**config.mk**
```make
export PLATFORM = sky130hd
export DESIGN_NAME = ultrasonic_wall_align_flat
export DESIGN_NICKNAME = d
export VERILOG_FILES = /design/src/hw/rtl/uwa_pkg.sv /design/src/hw/rtl/uwa_in_if.sv /design/src/hw/rtl/uwa_out_if.sv /design/src/hw/rtl/uwa_cordic.sv /design/src/hw/rtl/ultrasonic_wall_align.sv /design/src/flat_wrapper.sv
export SDC_FILE = /design/constraint.sdc
export NUM_CORES = 1
export LEC_CHECK = 0
export BUFFER_PORTS_ARGS = -buffer_cell sky130_fd_sc_hd__buf_2
export CORE_MARGIN = 2
export CORE_UTILIZATION = 40
export CTS_CLUSTER_DIAMETER = 50
export DETAILED_ROUTE_END_ITERATION = 8
export GPL_TIMING_DRIVEN = 0
export SETUP_SLACK_MARGIN = 0.02
export SYNTH_ARGS = -nofsm -noshare
export SYNTH_HDL_FRONTEND = slang
export SYNTH_SLANG_ARGS = --single-unit
```
**constraint.sdc**
```tcl
create_clock -name clk -period 6.7 [get_ports clk]
set_clock_uncertainty 0.15 [all_clocks]
set_input_delay 1.34 -clock clk [delete_from_list [all_inputs] [get_ports clk]]
set_output_delay 1.34 -clock clk [all_outputs]
set_load 0.005 [all_outputs]
```
**src/hw/rtl/uwa_pkg.sv**
```systemverilog
// ----------------------------------------------------------------------------
// uwa_pkg
// Shared types, constants and the arctangent table for the wall aligner.
// ----------------------------------------------------------------------------
package uwa_pkg;

  localparam int SENSOR_COUNT_DEF = 4;
  localparam int CORDIC_STEPS_DEF = 16;

  localparam int IDX_W      = 2;
  localparam int DIST_W     = 13;
  localparam int BASE_W     = 10;
  localparam int NEAR_W     = 13;
  localparam int THR_W      = 15;
  localparam int SPEED_W    = 8;
  localparam int ANGLE_W    = 8;
  localparam int CFG_IDX_W  = 2;
  localparam int CFG_DATA_W = 15;

  localparam int DELTA_W    = DIST_W + 1;
  localparam int XY_W       = 32;
  localparam int Z_W        = 25;
  localparam int ATAN_W     = 23;
  localparam int ATAN_IDX_W = 5;

  localparam logic [BASE_W-1:0]  BASE_RST  = 10'd100;
  localparam logic [NEAR_W-1:0]  NEAR_RST  = 13'd1000;
  localparam logic [THR_W-1:0]   THR_RST   = 15'd2560;
  localparam logic [SPEED_W-1:0] SPEED_RST = 8'd30;

  localparam logic [CFG_IDX_W-1:0] REG_BASELINE  = 2'd0;
  localparam logic [CFG_IDX_W-1:0] REG_NEAR      = 2'd1;
  localparam logic [CFG_IDX_W-1:0] REG_THRESHOLD = 2'd2;
  localparam logic [CFG_IDX_W-1:0] REG_SPEED     = 2'd3;

  localparam logic CMD_ROTATE = 1'b0;
  localparam logic CMD_STOP   = 1'b1;

  localparam logic [8:0] MAX_DEG = 9'd90;

  typedef logic [DIST_W-1:0] dist_t;

  typedef struct packed {
    logic busy;
    logic done;
  } uwa_cordic_stat_t;

  // Arctangent of 2^-i in degrees with 16 fractional bits.
  function automatic logic [ATAN_W-1:0] atan_q16(input logic [ATAN_IDX_W-1:0] idx);
    logic [ATAN_W-1:0] v;
    unique case (idx)
      5'd0:    v = 23'd2949120;
      5'd1:    v = 23'd1740967;
      5'd2:    v = 23'd919879;
      5'd3:    v = 23'd466945;
      5'd4:    v = 23'd234379;
      5'd5:    v = 23'd117304;
      5'd6:    v = 23'd58666;
      5'd7:    v = 23'd29335;
      5'd8:    v = 23'd14668;
      5'd9:    v = 23'd7334;
      5'd10:   v = 23'd3667;
      5'd11:   v = 23'd1833;
      5'd12:   v = 23'd917;
      5'd13:   v = 23'd458;
      5'd14:   v = 23'd229;
      5'd15:   v = 23'd115;
      5'd16:   v = 23'd57;
      5'd17:   v = 23'd29;
      5'd18:   v = 23'd14;
      5'd19:   v = 23'd7;
      5'd20:   v = 23'd4;
      5'd21:   v = 23'd2;
      5'd22:   v = 23'd1;
      default: v = 23'd0;
    endcase
    return v;
  endfunction

endpackage

```
**src/hw/rtl/uwa_in_if.sv**
```systemverilog
// ----------------------------------------------------------------------------
// uwa_in_if
// Reading channel: one sensor word per handshake.
// ----------------------------------------------------------------------------
interface uwa_in_if;
  logic                          valid;
  logic                          ready;
  logic [uwa_pkg::IDX_W-1:0]     sensor_index;
  logic [uwa_pkg::DIST_W-1:0]    distance_mm;
  logic                          robot_stopped;

  modport source (output valid, sensor_index, distance_mm, robot_stopped, input ready);
  modport sink   (input valid, sensor_index, distance_mm, robot_stopped, output ready);
endinterface

```
**src/hw/rtl/uwa_out_if.sv**
```systemverilog
// ----------------------------------------------------------------------------
// uwa_out_if
// Command channel: one motion command word per handshake.
// ----------------------------------------------------------------------------
interface uwa_out_if;
  logic                               valid;
  logic                               ready;
  logic                               command;
  logic signed [uwa_pkg::ANGLE_W-1:0] turn_angle_deg;
  logic [uwa_pkg::SPEED_W-1:0]        speed;
  logic                               task_finished;

  modport source (output valid, command, turn_angle_deg, speed, task_finished, input ready);
  modport sink   (input valid, command, turn_angle_deg, speed, task_finished, output ready);
endinterface

```
**src/hw/rtl/uwa_cordic.sv**
```systemverilog
// ----------------------------------------------------------------------------
// uwa_cordic
// Vectoring CORDIC, one rotation step per cycle, angle in degrees Q16.
// ----------------------------------------------------------------------------
module uwa_cordic #(
  parameter int CORDIC_STEPS = uwa_pkg::CORDIC_STEPS_DEF
) (
  input  logic                              clk,
  input  logic                              rst_n,
  input  logic                              start,
  input  logic [uwa_pkg::BASE_W-1:0]        base,
  input  logic signed [uwa_pkg::DELTA_W-1:0] delta,
  output uwa_pkg::uwa_cordic_stat_t         stat,
  output logic signed [uwa_pkg::Z_W-1:0]    z
);
  import uwa_pkg::*;

  localparam int CNT_W = $clog2(CORDIC_STEPS);
  localparam logic [CNT_W-1:0] LAST = CNT_W'(CORDIC_STEPS - 1);

  logic signed [XY_W-1:0] x_r, x_nxt, y_r, y_nxt, xs, ys;
  logic signed [Z_W-1:0]  z_r, z_nxt, a;
  logic [CNT_W-1:0]       step_r, step_nxt;
  logic                   busy_r, busy_nxt;
  logic                   last;

  assign last = (step_r == LAST);
  assign xs   = x_r >>> step_r;
  assign ys   = y_r >>> step_r;
  assign a    = $signed({2'b00, atan_q16(ATAN_IDX_W'(step_r))});

  always_comb begin
    x_nxt    = x_r;
    y_nxt    = y_r;
    z_nxt    = z_r;
    step_nxt = step_r;
    busy_nxt = busy_r;
    if (start) begin
      x_nxt    = $signed({{(XY_W-BASE_W-16){1'b0}}, base, 16'd0});
      y_nxt    = $signed({{(XY_W-DELTA_W-16){delta[DELTA_W-1]}}, delta, 16'd0});
      z_nxt    = '0;
      step_nxt = '0;
      busy_nxt = 1'b1;
    end else if (busy_r) begin
      if (y_r < 0) begin
        x_nxt = x_r - ys;
        y_nxt = y_r + xs;
        z_nxt = z_r - a;
      end else begin
        x_nxt = x_r + ys;
        y_nxt = y_r - xs;
        z_nxt = z_r + a;
      end
      step_nxt = step_r + 1'b1;
      if (last) begin
        busy_nxt = 1'b0;
      end
    end
  end

  always_ff @(posedge clk) begin
    if (!rst_n) begin
      busy_r <= 1'b0;
      step_r <= '0;
    end else begin
      busy_r <= busy_nxt;
      step_r <= step_nxt;
    end
    x_r <= x_nxt;
    y_r <= y_nxt;
    z_r <= z_nxt;
  end

  assign stat.busy = busy_r;
  assign stat.done = busy_r && last;
  assign z         = z_r;

`ifndef SYNTHESIS
  a_start_busy: assert property (@(posedge clk) disable iff (!rst_n)
    start |=> busy_r && step_r == '0)
    else $error("CORDIC did not begin at step zero");
  a_done_ends: assert property (@(posedge clk) disable iff (!rst_n)
    stat.done && !start |=> !busy_r)
    else $error("CORDIC kept running after its last step");
  a_step_advance: assert property (@(posedge clk) disable iff (!rst_n)
    busy_r && !last && !start |=> busy_r && step_r == $past(step_r) + 1'b1)
    else $error("CORDIC step counter skipped");
`endif

endmodule

```
**src/hw/rtl/ultrasonic_wall_align.sv**
```systemverilog
// ----------------------------------------------------------------------------
// ultrasonic_wall_align
// Stores ultrasonic readings and, for each reading taken at rest, turns the side
// sensor difference near a wall into a rotate command, else gives a stop command.
// ----------------------------------------------------------------------------
// Channel   Direction  Word
// in_ch     sink       sensor_index, distance_mm, robot_stopped
// out_ch    source     command, turn_angle_deg, speed, task_finished
// cfg_*     write      cfg_index selects baseline, near limit, threshold, speed
//
// A reading taken while moving is stored and gives no word.
// A reading at rest gives one word via the check and finish states, and also
// via the calc state when an angle is needed, while the CORDIC unit runs one
// step per cycle; in_ch.ready is low meanwhile.
// Reset is synchronous; it clears the distance table and loads default registers.
// A waiting word stays in the output register; a new reading is taken
// meanwhile, and its word waits until the register is free.
// ----------------------------------------------------------------------------
module ultrasonic_wall_align #(
  parameter int SENSOR_COUNT = uwa_pkg::SENSOR_COUNT_DEF,
  parameter int CORDIC_STEPS = uwa_pkg::CORDIC_STEPS_DEF
) (
  input  logic                           clk,
  input  logic                           rst_n,
  uwa_in_if.sink                         in_ch,
  uwa_out_if.source                      out_ch,
  input  logic                           cfg_we,
  input  logic [uwa_pkg::CFG_IDX_W-1:0]  cfg_index,
  input  logic [uwa_pkg::CFG_DATA_W-1:0] cfg_data
);
  import uwa_pkg::*;

  localparam int TAB_W = $clog2(SENSOR_COUNT);

  localparam logic [1:0] ST_IDLE  = 2'd0;
  localparam logic [1:0] ST_CHECK = 2'd1;
  localparam logic [1:0] ST_CALC  = 2'd2;
  localparam logic [1:0] ST_FIN   = 2'd3;

  logic [1:0]         state_r, state_nxt;
  dist_t              dist_r [SENSOR_COUNT];
  logic [BASE_W-1:0]  base_r;
  logic [NEAR_W-1:0]  near_r;
  logic [THR_W-1:0]   thr_r;
  logic [SPEED_W-1:0] speed_r;
  logic               use_cordic_r, use_cordic_nxt;

  logic                      out_valid_r, out_valid_nxt;
  logic                      out_cmd_r, out_cmd_nxt;
  logic signed [ANGLE_W-1:0] out_angle_r, out_angle_nxt;
  logic [SPEED_W-1:0]        out_speed_r, out_speed_nxt;
  logic                      out_fin_r, out_fin_nxt;

  logic                      in_acc;
  logic [TAB_W-1:0]          wr_idx;
  logic                      near;
  logic signed [DELTA_W-1:0] delta;
  logic                      cordic_start;
  uwa_cordic_stat_t          cstat;
  logic signed [Z_W-1:0]     z;
  logic [Z_W-1:0]            zabs;
  logic                      rotate;
  logic [8:0]                deg;
  logic [ANGLE_W-1:0]        deg_c;
  logic                      slot_free;

  assign in_ch.ready = (state_r == ST_IDLE);
  assign in_acc      = in_ch.valid && in_ch.ready;
  assign wr_idx      = TAB_W'(in_ch.sensor_index);

  assign near  = (dist_r[2] < near_r) && (dist_r[3] < near_r);
  assign delta = $signed({1'b0, dist_r[2]}) - $signed({1'b0, dist_r[3]});
  assign cordic_start = (state_r == ST_CHECK) && near && (delta != '0);

  uwa_cordic #(.CORDIC_STEPS(CORDIC_STEPS)) u_cordic (
    .clk   (clk),
    .rst_n (rst_n),
    .start (cordic_start),
    .base  (base_r),
    .delta (delta),
    .stat  (cstat),
    .z     (z)
  );

  assign zabs   = (z < 0) ? Z_W'(-z) : Z_W'(z);
  assign rotate = use_cordic_r && ({2'b00, thr_r} < zabs[Z_W-1:8]);
  assign deg    = zabs[Z_W-1:16];
  assign deg_c  = (deg > MAX_DEG) ? ANGLE_W'(MAX_DEG) : ANGLE_W'(deg);
  assign slot_free = !out_valid_r || out_ch.ready;

  always_comb begin
    state_nxt      = state_r;
    use_cordic_nxt = use_cordic_r;
    out_valid_nxt  = out_valid_r && !out_ch.ready;
    out_cmd_nxt    = out_cmd_r;
    out_angle_nxt  = out_angle_r;
    out_speed_nxt  = out_speed_r;
    out_fin_nxt    = out_fin_r;
    unique case (state_r)
      ST_IDLE: begin
        if (in_acc && in_ch.robot_stopped) begin
          state_nxt = ST_CHECK;
        end
      end
      ST_CHECK: begin
        use_cordic_nxt = cordic_start;
        state_nxt      = cordic_start ? ST_CALC : ST_FIN;
      end
      ST_CALC: begin
        if (cstat.done) begin
          state_nxt = ST_FIN;
        end
      end
      ST_FIN: begin
        if (slot_free) begin
          out_valid_nxt = 1'b1;
          if (rotate) begin
            out_cmd_nxt   = CMD_ROTATE;
            out_angle_nxt = (z < 0) ? $signed(deg_c) : -$signed(deg_c);
            out_speed_nxt = speed_r;
            out_fin_nxt   = 1'b0;
          end else begin
            out_cmd_nxt   = CMD_STOP;
            out_angle_nxt = '0;
            out_speed_nxt = '0;
            out_fin_nxt   = 1'b1;
          end
          state_nxt = ST_IDLE;
        end
      end
    endcase
  end

  always_ff @(posedge clk) begin
    if (!rst_n) begin
      state_r      <= ST_IDLE;
      out_valid_r  <= 1'b0;
      use_cordic_r <= 1'b0;
      base_r       <= BASE_RST;
      near_r       <= NEAR_RST;
      thr_r        <= THR_RST;
      speed_r      <= SPEED_RST;
      for (int i = 0; i < SENSOR_COUNT; i++) begin
        dist_r[i] <= '0;
      end
    end else begin
      state_r      <= state_nxt;
      out_valid_r  <= out_valid_nxt;
      use_cordic_r <= use_cordic_nxt;
      if (in_acc) begin
        dist_r[wr_idx] <= in_ch.distance_mm;
      end
      if (cfg_we) begin
        unique case (cfg_index)
          REG_BASELINE:  base_r  <= cfg_data[BASE_W-1:0];
          REG_NEAR:      near_r  <= cfg_data[NEAR_W-1:0];
          REG_THRESHOLD: thr_r   <= cfg_data[THR_W-1:0];
          REG_SPEED:     speed_r <= cfg_data[SPEED_W-1:0];
        endcase
      end
    end
    out_cmd_r   <= out_cmd_nxt;
    out_angle_r <= out_angle_nxt;
    out_speed_r <= out_speed_nxt;
    out_fin_r   <= out_fin_nxt;
  end

  assign out_ch.valid          = out_valid_r;
  assign out_ch.command        = out_cmd_r;
  assign out_ch.turn_angle_deg = out_angle_r;
  assign out_ch.speed          = out_speed_r;
  assign out_ch.task_finished  = out_fin_r;

`ifndef SYNTHESIS
  a_moving_no_work: assert property (@(posedge clk) disable iff (!rst_n)
    in_acc && !in_ch.robot_stopped |=> state_r == ST_IDLE)
    else $error("Reading taken while moving started work");
  a_stopped_checks: assert property (@(posedge clk) disable iff (!rst_n)
    in_acc && in_ch.robot_stopped |=> state_r == ST_CHECK)
    else $error("Reading taken at rest did not start a check");
  a_calc_busy: assert property (@(posedge clk) disable iff (!rst_n)
    state_r == ST_CALC |-> cstat.busy)
    else $error("Waiting on an idle CORDIC unit");
  a_angle_range: assert property (@(posedge clk) disable iff (!rst_n)
    out_valid_r && out_cmd_r == CMD_ROTATE |->
      out_angle_r <= 8'sd90 && out_angle_r >= -8'sd90)
    else $error("Rotate angle out of range");
  a_fin_loads: assert property (@(posedge clk) disable iff (!rst_n)
    state_r == ST_FIN && slot_free |=> out_valid_r && state_r == ST_IDLE)
    else $error("Finished word was not loaded");
`endif

endmodule
```
**src/flat_wrapper.sv**
```systemverilog
// flat-port wrapper written by rule: the top's interface ports become plain ports
module ultrasonic_wall_align_flat import uwa_pkg::*;
#(
  parameter int SENSOR_COUNT = uwa_pkg::SENSOR_COUNT_DEF,
  parameter int CORDIC_STEPS = uwa_pkg::CORDIC_STEPS_DEF
)
  (clk, rst_n, cfg_we, cfg_index, cfg_data, in_ch_valid, in_ch_sensor_index, in_ch_distance_mm, in_ch_robot_stopped, in_ch_ready, out_ch_valid, out_ch_command, out_ch_turn_angle_deg, out_ch_speed, out_ch_task_finished, out_ch_ready);
  uwa_in_if in_ch_i ();
  uwa_out_if out_ch_i ();
  input  logic clk;
  input  logic rst_n;
  input  logic cfg_we;
  input  logic [uwa_pkg::CFG_IDX_W-1:0] cfg_index;
  input  logic [uwa_pkg::CFG_DATA_W-1:0] cfg_data;
  input wire logic [$bits(in_ch_i.valid)-1:0] in_ch_valid;
  input wire logic [$bits(in_ch_i.sensor_index)-1:0] in_ch_sensor_index;
  input wire logic [$bits(in_ch_i.distance_mm)-1:0] in_ch_distance_mm;
  input wire logic [$bits(in_ch_i.robot_stopped)-1:0] in_ch_robot_stopped;
  output wire logic [$bits(in_ch_i.ready)-1:0] in_ch_ready;
  output wire logic [$bits(out_ch_i.valid)-1:0] out_ch_valid;
  output wire logic [$bits(out_ch_i.command)-1:0] out_ch_command;
  output wire logic [$bits(out_ch_i.turn_angle_deg)-1:0] out_ch_turn_angle_deg;
  output wire logic [$bits(out_ch_i.speed)-1:0] out_ch_speed;
  output wire logic [$bits(out_ch_i.task_finished)-1:0] out_ch_task_finished;
  input wire logic [$bits(out_ch_i.ready)-1:0] out_ch_ready;
  assign in_ch_i.valid = in_ch_valid;
  assign in_ch_i.sensor_index = in_ch_sensor_index;
  assign in_ch_i.distance_mm = in_ch_distance_mm;
  assign in_ch_i.robot_stopped = in_ch_robot_stopped;
  assign in_ch_ready = in_ch_i.ready;
  assign out_ch_valid = out_ch_i.valid;
  assign out_ch_command = out_ch_i.command;
  assign out_ch_turn_angle_deg = out_ch_i.turn_angle_deg;
  assign out_ch_speed = out_ch_i.speed;
  assign out_ch_task_finished = out_ch_i.task_finished;
  assign out_ch_i.ready = out_ch_ready;
  ultrasonic_wall_align #(.SENSOR_COUNT(SENSOR_COUNT), .CORDIC_STEPS(CORDIC_STEPS)) u_core (.clk(clk), .rst_n(rst_n), .in_ch(in_ch_i), .out_ch(out_ch_i), .cfg_we(cfg_we), .cfg_index(cfg_index), .cfg_data(cfg_data));
endmodule
```
==> summary.md <==
| Metric | Value |
|---|---|
| Status | finished, final reports clean |
| Gr ovfl total | 0 |
| Worst VDD drop | between 0.0002 and 0.00025 V |
| Pwr Density | around 480 nW/um^2 |
| Initial Utilization | 0.406 |
| Core ar. | ~49,000 sq um |
| Mapped Area | roughly 20,000 sq um |
| Hold Crit Depth | 2 |
| FF-to-FF path depth | 26 |
| WP data arrival | roughly 6.7 ns |
| Slowest cell delay on critical path | ~0.40 ns |
| Uppermost layer routed | met4 |
| Slew Viols, Final | 0 |
| WS Path Type | reg2reg |
| Final Wtd Congestion | about 1.0 |
| Seq/Total Area, Yosys | 0.245 |
| Cells after Synth | 2,425 |
| Reg area | between 4000 and 5000 sq um |
| Die X-Extent | 227 um |
| Clock sink total | around 210 |
| Die ar. | 51,500 sq um |
| Setup Slack @ Placement | -2.17 ns |
| CTS tree | yes |
| Number of synthesized flops with an enable pin | 69 |
| Fin util | 0.457 |
| Synth Flop Type | dfxtp_1 |
| Share of layout cells above drive strength 1 | 0.109 |
| Clk root buf | clkbuf_16 |
| # setup viols final | 0 |
| CP max-delay cell | a221o_1 |
| Max Cap Viol | 0 |
| Critical path startpoint category | flip-flop |
| Syn Nets | roughly 2,600 |
| Worst setup path start | u_core.u_cordic.step_r[0]$_SDFFE_PP0P_ |
| Fin nets | between 2,000 and 3,000 |
| Antenna violations before repair | 0 |
| CTS clk-pin slew, worst paths | around 0.06 ns |
| Critical Path RT | 6.94 ns |
| Post-DP HPWL | between 50 and 60 mm |
| RSZ-0062 raised after global routing | no |
| Metal-1 WL | about 33 mm |
| Detailed Route Iter0 Violations | between 1,500 and 2,000 |
| Fillers | 4,902 |
| Hold_ws | a little over 0.3 ns |
| Largest net degree at the start of global routing | 27 |
| Area grow syn2layout | 12.8% |
| I/O Pins | 58 |
| GRT Total Usage | 0.291 |
| HP Class | reg2reg |
| Number of global-route vias before repair | between 15,000 and 20,000 |
| Asr flop ratio synth | 0 |
| DRT Pass-1 Iters | 5 |
| FP Rows | slightly above 80 |
| Highest Clock Rate | ~160 MHz |
| Area of the multi-input gates | approximately 14,000 sq um |
| Worst-Margin Slew | approximately 1.3 ns |
| Worst r2r src | u_core.u_cordic.step_r[0]$_SDFFE_PP0P_ |
| CP endpoint kind | flip-flop |
| Yosys Warn Count | 0 |
| Final Cycle Share | 0.962 |
| Worst-case clock buffer depth | 3 |
| Crit path buffers/inverters | 6 |
| CP max FO | 10 |
| Via density | approximately 6.0 |
| DRC Markers | 0 |
| Met3 wire len | between 5 and 6 mm |
| Worst path depth | 26 |
| Min Tclk post-route | around 6.4 ns |
| Routed Antenna Nets | 0 |
| Clk_lat worst skew | just under 0.6 ns |
| First-pass GRT wire length | around 110 mm |
| DR WL/cell | between 20 and 25 um |
| CTS Hold Bufs | 0 |
| Post-synthesis register bit count | 209 |
| Hold Path Origin | u_core.speed_r[6]$_SDFFE_PN0P_ |
| Hold Vio Cnt, Final | 0 |
| PortBufs | 56 |
| Setup TNS | 0 ns |
| Depth of the CTS H-tree | 2 |
| Cell variety after synth | slightly below 100 |
| WL met2 | around 34 mm |
| Vias | around 19,000 |
| Die height | between 200 and 250 um |
| Avg Inst Size Synth | between 8 and 9 sq um |
| Routed wire length | around 75 mm |
| Leakage Power | 8.95 nW |
| # diodes | 0 |
| Delay-heaviest family, CP | compound AO/OA/AOI/OAI gates |
| Number of buffers created by CTS | 39 |
| Setup WS post-layout | about 0.25 ns |
| Max transition margin | 0.126 |
kinds of logic after synthesis:
kind of cell	after synthesis	synth area share
AOI/OAI and AO/OA	655	0.215
DFF	209	0.245
and+or+nand+nor	830	0.197
buffers and inverters	219	0.0470
xor gates and xnor gates	170	0.0748
muxes	180	0.118
adders and majority gates	162	0.103
where the power goes:
group | internal (mW) | switching [mW]
logic | 2.66 | 3.94
registers | 1.59 | 0.449
clock network | 1.25 | 0.778
per-stage QoR:
step | std cells | power, mW | instance area (sq um)
after floorplan | 2425 | 6.75 | 19900
after global placement | 3145 | 8.36 | 21000
after detailed placement | 3145 | 8.44 | 21000
after CTS | 3213 | 10.6 | 22400
after global routing | 3214 | 11.4 | 22400
final | 3214 | 10.7 | 22400
Yosys cell counts, drive strengths merged (61+ instances only):
master,number,share of area
xor2,71,0.031
clkbuf,73,0.014
nand2,270,0.051
inv,95,0.018
dfxtp,140,0.14
mux2i,99,0.050
xnor2,99,0.044
o21ai,127,0.032
nand3,61,0.016
nor2,235,0.045
edfxtp,69,0.10
ha,158,0.099
a21oi,178,0.046
worst paths after layout:
check                                                             to  slack (ns)
worst max-delay path            u_core.u_cordic.x_r[28]$_SDFFE_PP0P_        0.25
worst min-delay path                  u_core.speed_r[6]$_SDFFE_PN0P_        0.31
worst max register to register  u_core.u_cordic.x_r[28]$_SDFFE_PP0P_        0.25
worst min register to register        u_core.speed_r[6]$_SDFFE_PN0P_        0.31
layout by cell type, fill, tap and decap left out, types with 37 or more instances in the layout:
cell type	count
nand2_1	270
nor2_1	234
a21oi_1	176
ha_1	158
dfxtp_1	139
o21ai_0	121
xnor2_1	99
mux2i_1	98
inv_1	95
xor2_1	71
edfxtp_1	69
clkbuf_1	68
buf_2	63
nand3_1	58
a21o_1	49
nor3_1	43
a31oi_1	42
clkbuf_16	40
mux2_2	39
mux4_2	37
worst reg2reg max path, stage by stage (launching register included):
cell and delay, ns:
dfxtp_1 0.33, clkbuf_2 0.32, inv_1 0.25, clkbuf_2 0.34, clkbuf_2 0.34, buf_2 0.30
a221o_1 0.40, nor2_1 0.10, nor2_1 0.08, inv_1 0.06, ha_1 0.17, a21boi_4 0.24
nand3_2 0.15, nor2_4 0.20, a31oi_1 0.12, xor2_1 0.22, ha_1 0.35, a21o_1 0.19
a21o_1 0.19, a221oi_1 0.26, o41ai_2 0.21, a211o_1 0.30, a31o_2 0.26, a21o_1 0.19
a2111o_1 0.39, o21ai_0 0.08, nor3_1 0.06
area by class of cell:
class / instances / share of cell area
repair buffers: 57 / 0.0128
inverters: 96 / 0.0162
multi-input cells: 1997 / 0.630
clock inverters: 26 / 0.0130
flip-flops and latches: 209 / 0.217
plain buffers: 121 / 0.0278
well taps: 664 / 0.0370
clock buffers: 44 / 0.0457
sequential cells by signal, summed over array words and instances (netlist names), 8 cells and up:
signal,count
u_core.base_r,10
u_core.dist_r,26
u_core.near_r,13
u_core.out_ch.speed,8
u_core.out_ch.turn_angle_deg,8
u_core.speed_r,8
u_core.thr_r,15
u_core.u_cordic.a,22
u_core.u_cordic.x_r,32
u_core.u_cordic.y_r,32
u_core.u_cordic.z,25
layer usage:
metal  GRT usage  vias up
met2       0.469      727
met3      0.0423      136
met5           0        -
met4       0.122        0
li1            -     9081
met1       0.390     9333
timing repair:
item,4_1_cts,5_1_grt
pin swaps,0,1
resized for setup,21,26
endpoints found under the setup margin,57,20
buffers inserted,0,1
Note: power is estimated with default switching activity, not from simulation.
